## src/rtl/rm2eu_queue.sv

```systemverilog
// ============================================================================
// rm2eu_queue: two-entry queue between front and back
// Decouples the input stage from the arithmetic pipeline; the head entry is
// handed to the back end in every cycle in which the queue holds a beat.
// ============================================================================
module rm2eu_queue #(
    parameter int W = 8
) (
    input  logic         clk,
    input  logic         rst_n,
    input  logic         push,
    input  logic [W-1:0] push_data,
    output logic         full,
    output logic         pop_valid,
    output logic [W-1:0] pop_data
);

    logic [W-1:0] mem [2];
    logic         wr_ptr_reg;
    logic         rd_ptr_reg;
    logic [1:0]   count_reg;
    logic [1:0]   count_next;
    logic         pop;

    assign pop        = (count_reg != 2'd0);
    assign count_next = count_reg + {1'b0, push} - {1'b0, pop};

    // Pointers and fill level.
    always_ff @(posedge clk or negedge rst_n)
    begin
        if (!rst_n)
        begin
            wr_ptr_reg <= 1'b0;
            rd_ptr_reg <= 1'b0;
            count_reg  <= 2'd0;
        end
        else
        begin
            if (push)
            begin
                wr_ptr_reg <= ~wr_ptr_reg;
            end
            if (pop)
            begin
                rd_ptr_reg <= ~rd_ptr_reg;
            end
            count_reg <= count_next;
        end
    end

    // Storage.
    always_ff @(posedge clk)
    begin
        if (push)
        begin
            mem[wr_ptr_reg] <= push_data;
        end
    end

    assign full      = (count_reg == 2'd2);
    assign pop_valid = pop;
    assign pop_data  = mem[rd_ptr_reg];

endmodule

```

## config.mk

```make
export PLATFORM = sky130hd
export DESIGN_NAME = rm2eu_queue
export DESIGN_NICKNAME = d
export VERILOG_FILES = /design/src/rtl/rm2eu_queue.sv
export SDC_FILE = /design/constraint.sdc
export NUM_CORES = 1
export LEC_CHECK = 0
export ABC_AREA = 1
export BUFFER_PORTS_ARGS = -buffer_cell sky130_fd_sc_hd__buf_2
export CAP_MARGIN = 20
export CORE_MARGIN = 8
export CORE_UTILIZATION = 35
export CTS_CLUSTER_DIAMETER = 80
export DETAILED_ROUTE_END_ITERATION = 6
export SYNTH_ARGS = -nofsm -noshare
export SYNTH_HDL_FRONTEND = slang
export SYNTH_SLANG_ARGS = --single-unit
```

## constraint.sdc

```tcl
create_clock -name clk -period 1.25 [get_ports clk]
set_input_delay 0.125 -clock clk [delete_from_list [all_inputs] [get_ports clk]]
set_output_delay 0.125 -clock clk [all_outputs]
set_load 0.1 [all_outputs]
```

==> flow_results.org <==
** Timing
- Clock Skews :: approximately 0.0033 ns
- Hold timing on the final database bottoms out at a slack of between 0.015 and 0.02 ns.
- Fin worst setup slack :: -0.06166 ns
- Setup repair after global routing could not meet its margin everywhere.
- Slew at the pin with the worst max-slew slack :: 0.3223 ns
- Setup violations remaining at the end of the flow were counted as 8.
- Final hold viol count :: 0
- Portion of the clock cycle consumed by the worst path in the final layout :: 104.9%
- Max Transition Viols Final :: 0
- Derived from the worst setup path, the maximum achievable clock frequency is around 0.76 GHz.
- Final critical path time including I/O delays and setup :: roughly 1.3 ns
- Worst max-slew margin expressed relative to the limit :: between 70% and 80%

** Power and ir drop
- Cell area power density :: 1829 nW/um2
- Leakage dissipation :: approximately 0.54 nW
- Maximum resistive drop on vdd :: 0.9989 mV

** Layout
- Once layout is complete, the utilization of the core stands at 57.95%.
- The register with the most flip-flops in the layout has 16 of them.
- The area growth from synthesis to layout is 59.97%.
- The number of antenna diodes in the final layout is 0.
- Share of post-route cells with drive strength above 1 :: 61.62%
- The net count of the finished layout is between 100 and 150.

** Yosys
- The share of the Yosys chip area taken by registers is 74.60%.
- Post-Synthesis Cell Area :: just under 800 um2
- Register bit count reported by yosys :: 20
- Yosys mapped a number of flops with a built-in enable equal to 16.
- Of the post-synthesis cell area, the dominant cell type holds approximately 62%.
- For this run, the leading register cell type out of synthesis is edfxtp_1.
- The most common cell in the synthesized netlist is nand2_1.
- Gate count of the mapped netlist :: 64
- Summed over all instances, the cell type with the most area after synthesis is edfxtp_1.
- Synthesis produced a netlist with a net count of 76.
- Async S/R FF share, synth :: roughly a fifth
- Top cells by instance count after synthesis :: 29 x nand2_1, 16 x edfxtp_1, 4 x dfrtp_1, 4 x inv_1, 4 x nor2_1
- The number of different library cells used by synthesis comes to 12.
- Per-instance average area after synthesis :: ~12 um2
- By area the synthesized netlist is led by edfxtp_1 62%, nand2_1 14%, dfrtp_1 13%, inv_1 1.9%, nor2_1 1.9%.
- Total of warnings raised by yosys :: 0

** Clock network
- The clock passes through at most 2 buffers.
- Clock tree synthesis found a total of 20 sinks.
- TritonCTS built the clock tree.
- Clock insertion delay at the later pin of the skew report :: between 0.2 and 0.3 ns
- Inserted Clock Buffers :: 3
- CTS built an H-tree with a depth of 1.
- After clock tree synthesis, the clock-pin slew on the worst setup and hold paths is ~0.11 ns.
- Clock root buffer :: clkbuf_4

** Placement
- Global placement routability congestion :: approximately 0.7
- Half-perimeter wire length after detailed placement :: roughly 1100 um
- The count of buffers added on input and output ports is 20.

** Drt
- Number of nets still failing antenna checks after routing :: 0
- For this run, design rule violations remaining after detail routing come to 0.
- First-iteration detailed-routing DRC count :: 16
- Summed over all layers, the routed wires come to around 1600 um.
- Detailed-router iteration count before antenna repair :: 4
- Vias per std cell :: between 4 and 5
- Dividing the detail-routed wire length by the instance count gives roughly 12 um.
- Vias :: between 500 and 600

** Setup path
- Worst path slowest cell :: dfrtp_2
- Req. time, crit path :: about 1.1 ns
- Maximum fanout along the worst path :: 5
- Max incr delay on CP :: between 0.4 and 0.5 ns
- Arrival time worst endpoint :: about 1.2 ns
- CP most frequent cell :: nand2_2
- STA classifies the critical path startpoint as a register.
- Critical setup path kind :: register to output port
- CP Cell Sequence :: buf_6, nand2_2, nand2_2, buf_12
- Crit end category :: output port

** Floorplanning
- The die covers roughly 4000 um2.
- Measured along the y axis, the die boundary spans 63.16 um.
- IO Pins :: 21
- Initial cell density of the core :: a little over a third
- Row generation in the floorplan step produced 17 rows.
- Core outline area :: 2148 um2
- Die X-Extent :: roughly 63 um

** Global route
- Largest net degree at the start of global routing :: 12
- Total congestion overflow :: 0
- The first global-routing pass estimated 2318 um of wire.
- The via count of the first global-routing pass is 516.
- The initial antenna violation count was 0.
- Across every metal layer, demand over resource in global routing totals ~7.4%.

** Outcome
- The checks that failed: setup timing.
- Status :: finished, violations left

** Min path
- Worst Hold Class :: input port to register

** Job
- Max-cap violations in this run came to 0.
==> where the power goes <==
group          switching (mW)  internal [mW]  leakage, nW
Clock                   0.181          0.124       0.0150
Combinational           0.685          0.369        0.329
Sequential             0.0552          0.863        0.196
Total                   0.921           1.36        0.539
==> logic make-up after synthesis <==
family	Yosys count	share of synthesized area, %
buffers and inverters	6	3.857
AOI/OAI and AO/OA	1	1.126
DFF	20	74.60
and+or+nand+nor	35	17.68
adders and majority gates	1	1.607
xor gates and xnor gates	1	1.126
==> critical path: cells and delay by family, from the launching register on <==
family                 cells  cell delay (ns)
flip-flops                 1             0.46
AND/OR/NAND/NOR            2             0.12
buffers and inverters      2             0.31
==> through the flow <==
step,cell area [um2],total power [mW],setup WS (ns),TNS [ns],cells
6_report,1245,2.277,-0.06166,-0.3945,127
3_5_place_dp,1097,1.922,0.2306,0,114
4_1_cts,1165,2.227,-0.07704,-0.5255,123
5_1_grt,1245,2.376,-0.1166,-0.8873,127
2_1_floorplan,800.8,1.538,-0.1200,-0.1200,64
3_3_place_gp,1097,1.906,0.2579,0,114
==> final timing paths <==
check                        startpoint      endpoint  slack, ns  cells past startpoint
max                          rd_ptr_reg   pop_data[1]      -0.06                      4
min reg2reg                  wr_ptr_reg    wr_ptr_reg       0.49                      1
max reg2reg                count_reg[0]  count_reg[1]       0.11                      5
min                        push_data[1]     mem[0][1]       0.02                      1
min in group asynchronous         rst_n  count_reg[1]       0.16                      2
max in group asynchronous         rst_n    rd_ptr_reg       0.96                      2
==> metal layers <==
metal | up-vias | share of wire, % | global-route usage [%] | routed length, um
li1 | 278 | - | - | -
met1 | 265 | 41 | 7.886 | 648
met2 | 14 | 54 | 12.68 | 847
met3 | 2 | 2.7 | 1.060 | 43
met4 | 0 | 1.7 | 5.983 | 27
met5 | - | 0 | 0 | 0
==> area by class of cell <==
class / count / area (um2)
fill: 180 / 903.4
sequential: 20 / 584.3
timing repair buffer: 32 / 350.3
multi-input combinational: 38 / 225.2
tap: 28 / 35.03
clock buffer: 4 / 26.28
inverter: 5 / 23.77
==> layout by cell type, fill, tap and decap left out, types with 2 or more instances in the layout <==
| cell | count |
|---|---|
| nand2_2 | 18 |
| edfxtp_1 | 16 |
| nand2_1 | 12 |
| buf_2 | 10 |
| buf_12 | 10 |
| buf_4 | 9 |
| clkbuf_4 | 3 |
| dfrtp_2 | 3 |
| nor2_4 | 2 |
| inv_2 | 2 |
| nor2_1 | 2 |
| inv_1 | 2 |
| buf_6 | 2 |
==> what timing repair did <==
action	in CTS	in global routing
cloned	0	1
gates resized for setup	1	21
endpoints found under the hold margin	4	0
setup endpoints to repair	10	10
buffers inserted	4	3
hold buffers	1	0
pin swaps	0	8
Power figures use the tool's default switching activity.
