--- src/rtl/rm2eu_sqrt.sv ---
// ============================================================================
// rm2eu_sqrt: pipelined root of one minus the middle element squared
// One multiplier stage forms 1 - mid^2, then one restoring digit stage per
// result bit produces the exact floor square root.
// ============================================================================
module rm2eu_sqrt #(
    parameter int EW = 16,
    parameter int SW = 8
) (
    input  logic                 clk,
    input  logic                 rst_n,
    input  logic                 in_valid,
    input  logic signed [EW-1:0] in_mid,
    input  logic [SW-1:0]        in_side,
    output logic                 out_valid,
    output logic [EW-2:0]        out_root,
    output logic [SW-1:0]        out_side
);

    localparam int K = EW - 1;
    localparam logic signed [2*EW-1:0] ONE_SQ = (2*EW)'(1) << (2*EW-4);

    logic [K:0]           v_reg;
    logic [2*K-1:0]       n_reg    [K+1];
    logic [K:0]           rem_reg  [K+1];
    logic [K-1:0]         root_reg [K+1];
    logic [SW-1:0]        side_reg [K+1];
    logic signed [2*EW-1:0] prod;
    logic signed [2*EW-1:0] diff;

    assign prod = in_mid * in_mid;
    assign diff = ONE_SQ - prod;

    // Valid chain.
    always_ff @(posedge clk or negedge rst_n)
    begin
        if (!rst_n)
        begin
            v_reg <= '0;
        end
        else
        begin
            v_reg <= {v_reg[K-1:0], in_valid};
        end
    end

    // Square stage.
    always_ff @(posedge clk)
    begin
        n_reg[0]    <= diff[2*K-1:0];
        rem_reg[0]  <= '0;
        root_reg[0] <= '0;
        side_reg[0] <= in_side;
    end

    // One root bit per stage.
    for (genvar s = 0; s < K; s++)
    begin : g_digit
        logic [K+2:0] cur;
        logic [K+2:0] trial;
        logic [K+2:0] sub;
        logic         ge;

        assign cur   = {rem_reg[s], n_reg[s][2*K-1 -: 2]};
        assign trial = {1'b0, root_reg[s], 2'b01};
        assign ge    = (cur >= trial);
        assign sub   = cur - trial;

        always_ff @(posedge clk)
        begin
            n_reg[s+1]    <= {n_reg[s][2*K-3:0], 2'b00};
            rem_reg[s+1]  <= ge ? sub[K:0] : cur[K:0];
            root_reg[s+1] <= {root_reg[s][K-2:0], ge};
            side_reg[s+1] <= side_reg[s];
        end
    end

    assign out_valid = v_reg[K];
    assign out_root  = root_reg[K];
    assign out_side  = side_reg[K];

endmodule

--- config.mk ---
export PLATFORM = sky130hd
export DESIGN_NAME = rm2eu_sqrt
export DESIGN_NICKNAME = d
export VERILOG_FILES = /design/src/rtl/rm2eu_sqrt.sv
export SDC_FILE = /design/constraint.sdc
export NUM_CORES = 1
export LEC_CHECK = 0
export BUFFER_PORTS_ARGS = -buffer_cell sky130_fd_sc_hd__buf_2
export CAP_MARGIN = 15
export CORE_MARGIN = 2
export CORE_UTILIZATION = 45
export CTS_BUF_LIST = sky130_fd_sc_hd__clkbuf_8
export DETAILED_ROUTE_END_ITERATION = 6
export GPL_TIMING_DRIVEN = 0
export PLACE_DENSITY = 0.66
export SLEW_MARGIN = 20
export SYNTH_ARGS = -nofsm -noshare
export SYNTH_HDL_FRONTEND = slang
export SYNTH_SLANG_ARGS = --single-unit
--- constraint.sdc ---
create_clock -name clk -period 5 [get_ports clk]
set_input_delay 1 -clock clk [delete_from_list [all_inputs] [get_ports clk]]
set_output_delay 1 -clock clk [all_outputs]
set_load 0.02 [all_outputs]
==> results by group <==
STA
  • Fin crit period: 5.82 ns
  • Endpoints failing setup: 16
  • Actual slew at the worst max-slew pin: 0.863 ns
  • Final setup margin: -0.816 ns
  • Final Max Tran Viols: 0
  • Final hold violation count: 0
  • Clock skew: 0.0416 ns
  • FMAX: 172 MHz
  • Hold Slack: 0.209 ns
  • Slew margin rel.: 0.419
  • RSZ-0062 raised after global routing: yes
  • Tcrit/Tclk final: 1.16

Critical path
  • CP Max Fanout: 6
  • RR Endpoint: rem_reg[14][11]
  • Crit Path Category: input port to flop
  • Reg2Reg Depth: 9
  • Bufs and invs on worst path: 7
  • Family with the most delay on the worst path: adder cells
  • CP Capture Type: flop
  • CP required: 5.61 ns
  • Cell mode on critical path: fa_1
  • Critical R2R Launch: root_reg[1][83]
  • CP Depth: 22
  • Cell Chain, Critical Path: buf_12 -> clkbuf_16 -> buf_4 -> nand2_2 -> fa_1 -> inv_1 -> fa_1 -> fa_1 -> inv_1 -> fa_2 -> fa_1 -> inv_1 -> fa_1 -> inv_2 -> ha_4 -> o21ai_0 -> a21oi_2 -> a211oi_2 -> nor3_4 -> a22oi_2 -> a311o_1 -> xnor2_1
  • Max stage delay on crit path: 0.57 ns
  • Worst Setup Start Kind: input port
  • Flop2flop setup slack: 1.97 ns
  • CP arrival: 6.43 ns
  • Critical path's slowest cell: fa_1

Min path
  • Hold/Removal Path Class: input port to async pin

Status
  • Failing checks: negative setup slack
  • Outcome: finished with violations

Yosys
  • Synth Area in XOR/XNOR: 0.0522
  • Compound-cell area share of the yosys netlist: 0.0763
  • Synth Net Count: 3,471
  • Top FF cell, synth: dfxtp_1
  • Asr flop ratio synth: 0.0230
  • Synth Instances: 2,982
  • Main combinational cell family by area after synthesis: adder cells
  • Post-synthesis simple-gate area fraction: 0.102
  • Yosys warnings: 0
  • Yosys reg bits: 697
  • Adder-cell share of the synthesized area: 0.238
  • Number of synthesized flops with an enable pin: 0
  • Sequential fraction of the synthesis area: 0.445
  • Syn avg cell area: 10.6 µm²
  • Post-synth cell types: 77
  • Post-synthesis mux area share: 0.0186
  • Synth Cell Area: 0.0315 mm²

Route
  • Drt via density: 4.68
  • Routed met2 length: 28,000 µm
  • Top sig layer: met4
  • Post-route ant nets: 0
  • Vias: 19.7k
  • Drt initial violations: 683
  • Wl on met1: 22,100 µm
  • WL met3: 1910 µm
  • Final wirelength: 54,100 µm
  • Detailed-route DRC error count: 0
  • Drt first pass iters: 5
  • Wirelength per Cell: 12.8 µm

Layout
  • FILL cells: 6,193
  • Max FFs per register: 225
  • Post-layout nets: 3,680
  • Commonest cells after routing, fill and taps aside: 681 x dfxtp_1, 520 x inv_1, 220 x fa_1, 211 x ha_1, 170 x nand2_1
  • Most common cell after layout, fill and taps aside: dfxtp_1
  • Area grow syn2layout: 17.0%
  • Share of cells above drive strength 1: 0.153

Place
  • Dpl hpwl: 40,700 µm
  • Buffers on Ports: 49
  • Gpl congestion: 0.896

Floorplanning
  • Die Y: 269 µm
  • Width of the chip: 269 µm
  • Boundary pin count: 51
  • Die area: 0.0722 mm²
  • Cell Rows: 97
  • Core Area: 0.0697 mm²
  • Starting density of the core: 0.453

Global routing
  • Largest net degree at the start of global routing: 18
  • First-pass GRT wire length: 92,100 µm
  • Gr ovfl total: 0
  • Initial antenna violation count: 1
  • Vias in the first global route: 20.4k
  • Gr usage total: 0.156

Job
  • Max cap viols: 0

CTS
  • CTS sink count: 697
  • Clock latency on the worst-skew pair: 0.72 ns
  • Clock buffer depth: 3
  • TritonCTS clock tree: built
  • Cts bufs inserted: 105
  • CTS root buffer: clkbuf_8
  • H-tree lvl count: 3
  • Worst-path clk slew: 0.06 ns
## worst max-delay path by stage
stage	endpoint	startpoint	slack (ns)
global route	n_reg[0][29]	in_mid[13]	-0.87
detailed placement	n_reg[0][29]	in_mid[12]	-2.06
CTS	n_reg[0][29]	in_mid[5]	-0.75
global placement	n_reg[0][29]	in_mid[8]	-2.02
floorplan	n_reg[0][29]	in_mid[15]	-1.09
finish	n_reg[0][29]	in_mid[2]	-0.82
## synthesized netlist by cell type (17+ instances only)
cell / count / area share
dfxtp_1: 681 / 0.43
inv_1: 516 / 0.061
ha_1: 233 / 0.092
fa_1: 229 / 0.15
nand2_1: 192 / 0.023
nor2_1: 139 / 0.017
xnor2_1: 125 / 0.035
a21oi_1: 108 / 0.017
o21ai_0: 84 / 0.013
xor2_1: 63 / 0.017
nor3_1: 55 / 0.0087
mux2_2: 44 / 0.016
nor2b_1: 41 / 0.0081
a21o_1: 37 / 0.0088
and2_1: 36 / 0.0071
clkbuf_1: 32 / 0.0038
o21a_1: 32 / 0.0076
nand3_1: 29 / 0.0046
nand2b_1: 23 / 0.0046
nor4_1: 23 / 0.0046
nand4_1: 19 / 0.0038
or2_2: 19 / 0.0038
or3_1: 17 / 0.0034
## per-stage QoR
step / worst slack (ns) / cell area [µm²] / TNS (ns) / cells / util
6_report: -0.816 / 36900 / -8.65 / 4218 / 0.530
5_1_grt: -0.867 / 36900 / -9.85 / 4218 / 0.530
4_1_cts: -0.754 / 36600 / -7.86 / 4197 / 0.525
3_5_place_dp: -2.06 / 33600 / -28.52 / 3971 / 0.482
3_3_place_gp: -2.02 / 33600 / -27.73 / 3971 / 0.482
2_1_floorplan: -1.09 / 32100 / -13.10 / 2982 / -
## routing by layer
layer | vias up | track usage
li1 | 10000 | -
met1 | 9282 | 0.168
met2 | 302 | 0.294
met3 | 128 | 0.0280
met4 | 0 | 0.0737
met5 | - | 0
## cell families after synthesis
family	count (synthesis)
DFF	697
and+or+nand+nor	646
buffers and inverters	563
adders and majority gates	462
AOI/OAI and AO/OA	372
xor gates and xnor gates	188
muxes	53
other	1
## repair_timing
item	4_1_cts	5_1_grt
pin swaps	58	58
hold endpoints to repair	0	0
setup buffers	35	22
setup endpoints to repair	17	17
hold buffers	0	0
resized for setup	84	52
## layout make-up
cell class,count,area [µm²],share of cell area
sequential,697,14000,0.380
buffer,43,479,0.0130
multi-input combinational,1722,16000,0.434
clock inverter,63,548,0.0149
timing repair buffer,104,907,0.0246
clock buffer,130,1790,0.0485
inverter,518,1960,0.0532
tap,940,1180,0.0319
antenna,1,2.50,0.0000678
Power is left out: the tool's default activity adds up to more than one toggle a clock period on the data nets, which glitch-free logic cannot reach.
